<file path="src/twg_pkg.sv">
// Shared constants, codes and the sine table of the table waveform generator.
package twg_pkg;

  localparam int unsigned TableDepth = 128;
  localparam int unsigned FullScale  = 400;
  localparam int unsigned AmpOne     = 1024;

  localparam int unsigned PhaseW  = $clog2(TableDepth);
  localparam int unsigned SampleW = $clog2(FullScale + 1);
  localparam int unsigned AmpW    = 11;
  localparam int unsigned DivW    = 8;
  localparam int unsigned AmpFrac = $clog2(AmpOne);
  localparam int unsigned HalfW   = $clog2(TableDepth / 2);

  localparam logic [SampleW-1:0] HalfScale = SampleW'(FullScale / 2);
  localparam logic [SampleW-1:0] TopScale  = SampleW'(2 * (FullScale / 2));
  localparam logic [AmpW-1:0]    AmpMax    = AmpW'(AmpOne);

  localparam int unsigned CfgIdxW = 2;
  localparam logic [CfgIdxW-1:0] RegWaveSel = 2'd0;
  localparam logic [CfgIdxW-1:0] RegTickDiv = 2'd1;
  localparam logic [CfgIdxW-1:0] RegAmp     = 2'd2;

  typedef enum logic [1:0] {
    WaveSine     = 2'd0,
    WaveSquare   = 2'd1,
    WaveSawtooth = 2'd2,
    WaveTriangle = 2'd3
  } wave_e;

  localparam logic [SampleW-1:0] SineRom [TableDepth] = '{
    9'd200, 9'd209, 9'd219, 9'd229, 9'd239, 9'd248, 9'd258, 9'd267,
    9'd276, 9'd285, 9'd294, 9'd302, 9'd311, 9'd319, 9'd326, 9'd334,
    9'd341, 9'd348, 9'd354, 9'd360, 9'd366, 9'd371, 9'd376, 9'd380,
    9'd384, 9'd388, 9'd391, 9'd394, 9'd396, 9'd397, 9'd399, 9'd399,
    9'd400, 9'd399, 9'd399, 9'd397, 9'd396, 9'd394, 9'd391, 9'd388,
    9'd384, 9'd380, 9'd376, 9'd371, 9'd366, 9'd360, 9'd354, 9'd348,
    9'd341, 9'd334, 9'd326, 9'd319, 9'd311, 9'd302, 9'd294, 9'd285,
    9'd276, 9'd267, 9'd258, 9'd248, 9'd239, 9'd229, 9'd219, 9'd209,
    9'd200, 9'd190, 9'd180, 9'd170, 9'd160, 9'd151, 9'd141, 9'd132,
    9'd123, 9'd114, 9'd105, 9'd97,  9'd88,  9'd80,  9'd73,  9'd65,
    9'd58,  9'd51,  9'd45,  9'd39,  9'd33,  9'd28,  9'd23,  9'd19,
    9'd15,  9'd11,  9'd8,   9'd5,   9'd3,   9'd2,   9'd0,   9'd0,
    9'd0,   9'd0,   9'd0,   9'd2,   9'd3,   9'd5,   9'd8,   9'd11,
    9'd15,  9'd19,  9'd23,  9'd28,  9'd33,  9'd39,  9'd45,  9'd51,
    9'd58,  9'd65,  9'd73,  9'd80,  9'd88,  9'd97,  9'd105, 9'd114,
    9'd123, 9'd132, 9'd141, 9'd151, 9'd160, 9'd170, 9'd180, 9'd190
  };

endpackage

</file>
<file path="src/table_waveform_generator.sv">
// Table waveform generator: tick divider, phase step, waveform lookup and scaling.
//
//   channel   direction  handshake               payload
//   in        input      in_valid_i/in_ready_o   tick_i
//   out       output     out_valid_o/out_ready_i compare_value_o, phase_index_o
//   cfg       input      cfg_we_i                cfg_index_i, cfg_data_i
//
// One transaction per cycle in while ready; a stepping tick passes through the
// phase register stage, then the table lookup and amplitude multiply into the
// output register. Reset clears the counters and loads the register defaults.
// A stalled output holds both stages; in_ready_o drops only when both are full.
module table_waveform_generator
  import twg_pkg::*;
(
  input  logic               clk_i,
  input  logic               rst_ni,
  input  logic               cfg_we_i,
  input  logic [CfgIdxW-1:0] cfg_index_i,
  input  logic [AmpW-1:0]    cfg_data_i,
  input  logic               in_valid_i,
  output logic               in_ready_o,
  input  logic               tick_i,
  output logic               out_valid_o,
  input  logic               out_ready_i,
  output logic [SampleW-1:0] compare_value_o,
  output logic [PhaseW-1:0]  phase_index_o
);

  wave_e               wave_sel_q;
  logic [DivW-1:0]     tick_div_q;
  logic [AmpW-1:0]     amp_q;
  logic [DivW-1:0]     tick_count_q, tick_count_d, count_inc;
  logic [PhaseW-1:0]   phase_q, phase_d;
  logic                stage_valid_q;
  logic [PhaseW-1:0]   stage_phase_q;
  logic                out_valid_q;
  logic [SampleW-1:0]  out_value_q;
  logic [PhaseW-1:0]   out_phase_q;
  logic                out_adv, stage_adv, accept, step;
  logic [SampleW-1:0]  sine_s, sample;
  logic [HalfW:0]      tri_t;
  logic [SampleW+PhaseW-1:0] saw_prod, tri_prod;
  logic [AmpW-1:0]     amp_sat;
  logic [SampleW+AmpW-1:0]   scaled;

  always_ff @(posedge clk_i or negedge rst_ni) begin
    if (!rst_ni) begin
      wave_sel_q <= WaveSine;
      tick_div_q <= DivW'(1);
      amp_q      <= AmpMax;
    end else if (cfg_we_i) begin
      case (cfg_index_i)
        RegWaveSel: wave_sel_q <= wave_e'(cfg_data_i[1:0]);
        RegTickDiv: tick_div_q <= cfg_data_i[DivW-1:0];
        RegAmp:     amp_q      <= cfg_data_i;
        default: ;
      endcase
    end
  end

  assign out_adv    = !out_valid_q || out_ready_i;
  assign stage_adv  = !stage_valid_q || out_adv;
  assign in_ready_o = stage_adv;
  assign accept     = in_valid_i && in_ready_o && tick_i;
  assign count_inc  = tick_count_q + DivW'(1);
  assign step       = accept && (count_inc >= tick_div_q);

  always_comb begin
    tick_count_d = tick_count_q;
    phase_d      = phase_q;
    if (accept) begin
      tick_count_d = step ? '0 : count_inc;
      if (step) begin
        phase_d = phase_q + PhaseW'(1);
      end
    end
  end

  always_ff @(posedge clk_i or negedge rst_ni) begin
    if (!rst_ni) begin
      tick_count_q  <= '0;
      phase_q       <= '0;
      stage_valid_q <= 1'b0;
      out_valid_q   <= 1'b0;
    end else begin
      tick_count_q <= tick_count_d;
      phase_q      <= phase_d;
      if (stage_adv) begin
        stage_valid_q <= step;
      end
      if (out_adv) begin
        out_valid_q <= stage_valid_q;
      end
    end
  end

  always_ff @(posedge clk_i) begin
    if (stage_adv && step) begin
      stage_phase_q <= phase_d;
    end
    if (out_adv && stage_valid_q) begin
      out_value_q <= scaled[AmpFrac +: SampleW];
      out_phase_q <= stage_phase_q;
    end
  end

  assign sine_s   = SineRom[stage_phase_q];
  assign tri_t    = stage_phase_q[PhaseW-1] ? (HalfW+1)'(TableDepth - stage_phase_q)
                                            : (HalfW+1)'(stage_phase_q);
  assign saw_prod = TopScale * stage_phase_q;
  assign tri_prod = TopScale * tri_t;

  always_comb begin
    case (wave_sel_q)
      WaveSine:     sample = sine_s;
      WaveSquare:   sample = (sine_s > HalfScale) ? TopScale : '0;
      WaveSawtooth: sample = saw_prod[PhaseW +: SampleW];
      WaveTriangle: sample = tri_prod[HalfW +: SampleW];
      default:      sample = '0;
    endcase
  end

  assign amp_sat = (amp_q > AmpMax) ? AmpMax : amp_q;
  assign scaled  = sample * amp_sat;

  assign out_valid_o     = out_valid_q;
  assign compare_value_o = out_value_q;
  assign phase_index_o   = out_phase_q;

endmodule

</file>
<file path="config.mk">
export PLATFORM = sky130hd
export DESIGN_NAME = table_waveform_generator
export DESIGN_NICKNAME = d
export VERILOG_FILES = /design/src/twg_pkg.sv /design/src/table_waveform_generator.sv
export SDC_FILE = /design/constraint.sdc
export NUM_CORES = 1
export LEC_CHECK = 0
export ABC_AREA = 1
export BUFFER_PORTS_ARGS = -buffer_cell sky130_fd_sc_hd__buf_2
export CORE_AREA = 2 2 121 123
export CTS_CLUSTER_DIAMETER = 100
export CTS_CLUSTER_SIZE = 16
export DETAILED_ROUTE_END_ITERATION = 10
export DIE_AREA = 0 0 123 125
export PLACE_DENSITY_LB_ADDON = 0.08
export SLEW_MARGIN = 10
export SYNTH_ARGS = -nofsm -noshare
export SYNTH_HDL_FRONTEND = slang
export SYNTH_SLANG_ARGS = --single-unit
</file>
<file path="constraint.sdc">
create_clock -name clk_i -period 13.9 [get_ports clk_i]
set_input_delay 2.78 -clock clk_i [delete_from_list [all_inputs] [get_ports clk_i]]
set_output_delay 2.78 -clock clk_i [all_outputs]
set_load 0.02 [all_outputs]
</file>
==> results of run 1 <==
cells in the mapped netlist, types with 2 or more instances:
cell type	instances
mux2_2	2
buf_6	3
fa_1	66
nand3_1	52
ha_1	106
dfrtp_1	36
xnor2_1	3
o21ai_0	70
o21ai_1	3
clkinv_1	2
inv_2	5
o22ai_1	4
nor2_1	108
nor2_2	2
inv_1	210
clkbuf_1	6
nand3_2	4
o311ai_0	2
buf_2	9
o211ai_1	2
dfstp_2	2
nand4_1	5
or2_2	5
nor4_1	4
xor2_1	23
nand2_2	3
nor2_4	2
buf_4	2
nand3b_1	4
nor3_1	10
a31oi_1	2
nand2_1	272
edfxtp_1	23
o21bai_1	2
a21oi_1	49
power by group through the flow:
stage | clock network, mW | registers [mW] | logic (mW)
floorplan | 0 | 0.291 | 0.749
global placement | 0 | 0.285 | 0.974
detailed placement | 0 | 0.286 | 0.984
CTS | 0.235 | 0.284 | 0.994
global route | 0.244 | 0.290 | 1.15
finish | 0.234 | 0.285 | 0.998
how the worst max path moves through the flow:
stage	start	endpoint	slack [ns]	cells past startpoint
finish	stage_phase_q[0]	compare_value_o[7]	5.16	35
global route	stage_phase_q[0]	compare_value_o[7]	4.52	35
CTS	stage_phase_q[0]	compare_value_o[7]	5.27	35
detailed placement	stage_phase_q[0]	compare_value_o[7]	5.29	35
global placement	stage_phase_q[0]	compare_value_o[7]	5.58	35
floorplan	stage_phase_q[0]	compare_value_o[8]	6.20	39
layout make-up:
class / count / area (um2) / area share (%)
Clock inverter: 7 / 82.6 / 0.932
Tap cell: 184 / 230 / 2.60
Multi-Input combinational cell: 817 / 5670 / 63.9
Sequential cell: 61 / 1640 / 18.5
Clock buffer: 9 / 225 / 2.54
Timing Repair Buffer: 39 / 203 / 2.29
Inverter: 217 / 815 / 9.19
layer usage:
metal  share of wire [%]  vias up  global-route usage, %  routed length [um]
met5                   0        -                      0                   0
met1                  48     3366                   42.6                9480
li1                    -     3568                      -                   -
met4                 1.5        0                   6.75                 308
met3                 8.1       28                   5.02                1600
met2                  43      275                   40.7                8500
worst max-delay path, delay by kind of cell, from the launching register on:
family / cells / cell delay [ns]
and+or+nand+nor: 12 / 1.58
AOI/OAI and AO/OA: 6 / 0.94
adders and majority gates: 11 / 4.52
DFF: 1 / 0.59
buffers and inverters: 6 / 0.87
registers in the layout (all words and copies together) (netlist names):
signal           count
amp_q               11
compare_value_o      9
out_valid_o          1
phase_index_o        7
phase_q              7
stage_phase_q        7
stage_valid_q        1
tick_count_q         8
tick_div_q           8
wave_sel_q           2
logic make-up (layout without fill, tap and decap cells):
| kind of cell | count (synthesis) | after routing | synth area share, % |
|---|---|---|---|
| muxes | 2 | 2 | 0.273 |
| xor gates and xnor gates | 26 | 26 | 2.76 |
| and+or+nand+nor | 473 | 473 | 23.9 |
| AOI/OAI and AO/OA | 144 | 144 | 9.66 |
| buffers and inverters | 237 | 272 | 11.3 |
| adders and majority gates | 172 | 172 | 32.1 |
| DFF | 61 | 61 | 20.0 |
==> results.toml, run 1 <==
[critical_path]
r2r_start = "stage_phase_q[0]"
endpoint_kind = "flop"
r2r_setup_slack_ns = 5.16
critPathMaxFanout = 10
start_kind = "flop"
critPathSlowestCell = "edfxtp_1"
cp_slowest_stage_delay_ns = 0.59
timing.rr.end = "compare_value_o[7]"
arrival_ns = 8.84
crit_type = "flop to flop"
worstPathRequired_ns = 14.00
r2r_cells = 35

[cells_and_area]
drive_gt1_share_pct = 7.57
n_antenna_cell = 0
fin_nets = 1336
final_area_um2 = 8860
final_common_cell = "nand2_1"
utilization_pct = 62.4
fillers = 1348
stdcell_count = 1334
areaGrowthSynthToFinish_pct = 7.63
final_cell_mix = "nand2_1 (272), inv_1 (210), nor2_1 (108), ha_1 (106), o21ai_0 (70)"

[die]
die_w_um = 123
std_cell_rows = 44
ios = 37
core_area_um2 = 14200
dieHeight_um = 125
start_util_pct = 58.0
die_area_um2 = 15400

[sta]
relSlewSlack_pct = 30.0
rsz0062_at_grt = "false"
setup_viol = 0
period_needed_ns = 8.74
setup-tns-final_ns = 0
hold_viol_final = 0
fin_ws_ns = 5.16
worst_pin_slew_ns = 1.05
whs_ns = 0.484
period_share_pct = 62.9
max_freq_mhz = 114
slew_viol_final = 0
finClkSkew_ns = 0.00820

[min_path]
hold_start = "phase_q[5]"
min_path_cells = 1
hp-class = "flop to flop"
holdPathEnd = "phase_q[5]"

[logic_synthesis]
synth.cell_area_um2 = 8240
synth_area_leaders = "ha_1 (16%), fa_1 (16%), nand2_1 (12%)"
synth-seq-area-share_pct = 20.0
synth-async-reset-ratio_pct = 62.3
synth_edf_count = 23
postSynthAreaPerCell_um2 = 7.39
ys_ff_latch = 61
synthesis.nets = 1306
synth_cell_types = 47
synth_top_area_share_pct = 16.1
yosysWarningCount = 0
synth-main-ff-cell = "dfrtp_1"
synthCells = 1115
synth_top_area_cell = "ha_1"

[pwr]
peakVddDrop_uv = 107
powerDensity_nw_per_um2 = 171
power_mw = 1.52
sequentialPowerShare_pct = 18.8
p_leak_nw = 4.76
combinationalPowerShare_pct = 65.8
pwr-share-clk_pct = 15.4
switching_share_pct = 51.2
switchingPower_uw = 776
p_int_uw = 740

[clock_network]
cts_made_buffers = 9
post_cts_resized = 0
clock_latency_ns = 0.34
root_buffer = "clkbuf_16"
clk_pin_slew_ns = 0.06
htreeDepth = 3
cts_setup_buffers = 0
cts_tree = "done"
cts.sinks = 61
cts_buffer_depth = 2
ctsHoldBuffers = 0

[global_routing]
gr-total-overflow = 0
grt_max_degree = 39
grt_pass1_vias = 6983
track_usage_pct = 27.8
grt_pass1_wl_um = 33600
antenna_found_initial = 0

[run_status]
status = "completed"

[drt]
viasPerCell = 5.43
vias = 7237
wl_per_cell_um = 14.9
drtIter0Drc = 738
dr.pass1.iters = 5
wirelength_um = 19900
drcViolationCount = 0
postRouteAntennaNets = 0

[place]
postPlaceCellArea_um2 = 8560
gp_congestion = 0.940
port-buffer-count = 36
place_ws_ns = 5.29
dp_hpwl_um = 16000
dp_cells = 1318

[run]
maxCapViolCount = 0
No activity file was read; power rests on OpenSTA's default activity.
==> inputs of run 2 (changes only) <==
Clock period 13.9 ns to 8.9 ns, I/O delays scaled along.
==> run 2 against run 1 <==
  * Count of clock-buffer cells in the layout grew 1
  * Wire length grew 0.45%
  * Critical endpoint unchanged
  * Non-clock buffer count grew 7
  * Final cell count grew 0.52%
  * Final area grew 0.78%
==> results.toml, run 2 (synthesis gave the netlist of run 1 again) <==
[cells_and_area]
n_antenna_cell = 0
final_common_cell = "nand2_1"
drive_gt1_share_pct = 8.04
areaGrowthSynthToFinish_pct = 8.46
fillers = 1343
stdcell_count = 1341
top_register = "amp_q"
largest_reg_flops = 11
utilization_pct = 62.9
final_cell_mix = "nand2_1 (272), inv_1 (210), nor2_1 (108), ha_1 (106), o21ai_0 (70)"
fin_nets = 1343

[clock_network]
htreeDepth = 3
root_buffer = "clkbuf_16"
cts_buffer_depth = 2
ctsHoldBuffers = 0
cts_setup_buffers = 0
clock_latency_ns = 0.33
cts_tree = "done"
cts.sinks = 61
cts_made_buffers = 9
post_cts_resized = 0
clk_pin_slew_ns = 0.06

[die]
ios = 37
dieHeight_um = 125
std_cell_rows = 44
die_area_um2 = 15400
die_w_um = 123
core_area_um2 = 14200
start_util_pct = 58.0

[run]
maxCapViolCount = 0

[place]
dp_cells = 1325
place_ws_ns = 0.630
port-buffer-count = 36
gp_congestion = 0.943
dp_hpwl_um = 15800

[min_path]
hp-class = "flop to flop"

[drt]
viasPerCell = 5.43
drcViolationCount = 0
vias = 7283
postRouteAntennaNets = 0
wirelength_um = 20000
wl_per_cell_um = 14.9
drtIter0Drc = 785
dr.pass1.iters = 6

[sta]
finClkSkew_ns = 0.00680
fin_ws_ns = 0.561
rsz0062_at_grt = "false"
period_needed_ns = 8.34
setup-tns-final_ns = 0
slew_viol_final = 0
setup_viol = 0
max_freq_mhz = 120
relSlewSlack_pct = 24.6
worst_pin_slew_ns = 1.13
hold_viol_final = 0
period_share_pct = 93.7

[critical_path]
critPathSlowestCell = "fa_1"
startpoint = "stage_phase_q[0]"
start_kind = "flop"
r2r_setup_slack_ns = 0.56
timing.rr.end = "compare_value_o[7]"
endpoint_kind = "flop"
critPathMaxFanout = 9
cp_slowest_stage_delay_ns = 0.55
critPathMostFrequentCell = "ha_1"
crit_type = "flop to flop"
worstPathRequired_ns = 8.99
r2r_start = "stage_phase_q[0]"
cp-endpoint = "compare_value_o[7]"
arrival_ns = 8.43
r2r_cells = 33

[pwr]
powerDensity_nw_per_um2 = 268
p_leak_nw = 4.81
peakVddDrop_uv = 235

[global_routing]
gr-total-overflow = 0
grt_pass1_wl_um = 34000
grt_pass1_vias = 7134
grt_max_degree = 39
antenna_found_initial = 0
track_usage_pct = 27.8

[run_status]
status = "completed"
run 2: changes by cell type in the layout (fill, tap and decap cells not counted), sizes merged:
| cell | previous run | this run |
|---|---|---|
| clkinv | 3 | 4 |
| inv | 218 | 217 |
| buf | 39 | 46 |
| clkbuf | 9 | 10 |
| clkinvlp | 2 | 0 |
| bufinv | 1 | 2 |
run 2: area by class of cell:
| class | instances | area, um2 | share of cell area [%] |
|---|---|---|---|
| Multi-Input combinational cell | 817 | 5670 | 63.4 |
| Clock buffer | 10 | 229 | 2.56 |
| Timing Repair Buffer | 46 | 255 | 2.86 |
| Tap cell | 184 | 230 | 2.58 |
| Inverter | 217 | 815 | 9.12 |
| Sequential cell | 61 | 1640 | 18.4 |
| Clock inverter | 6 | 95.1 | 1.06 |
run 2: critical path: cells and delay by family (launching register included):
| family | cells | cell delay, ns |
|---|---|---|
| buf+inv | 5 | 0.47 |
| simple gates | 11 | 1.49 |
| compound gates | 6 | 1.30 |
| fa+ha+maj | 11 | 4.46 |
| flops | 1 | 0.38 |
run 2: worst min path at each step:
stage / cells past startpoint / endpoint / from / slack [ns]
floorplan: 1 / phase_q[6] / phase_q[6] / 0.44
global placement: 1 / phase_q[6] / phase_q[6] / 0.45
detailed placement: 1 / phase_q[6] / phase_q[6] / 0.47
CTS: 1 / phase_q[6] / phase_q[6] / 0.48
global route: 1 / phase_q[6] / phase_q[6] / 0.50
finish: 1 / phase_q[6] / phase_q[6] / 0.48
run 2: power breakdown:
part	leakage, nW	switching, mW	internal [mW]
registers	0.692	0.0437	0.389
logic	3.96	1.03	0.550
clock network	0.158	0.135	0.248
total	4.81	1.21	1.19
run 2: stage by stage:
step	total power, mW	instance area (um2)	hold slack (ns)
2_1_floorplan	1.62	8240	0.439
3_3_place_gp	1.97	8610	0.454
3_5_place_dp	1.99	8610	0.472
4_1_cts	2.39	8930	0.483
5_1_grt	2.67	8930	0.496
6_report	2.40	8930	0.476
run 2: metal layers:
layer  wire length [um]  track usage, %  vias up
met5                  0               0        -
met4                327            6.68        0
met3               1680            4.20       29
met2               8640            42.1      285
met1               9330            42.0     3379
li1                   -               -     3590
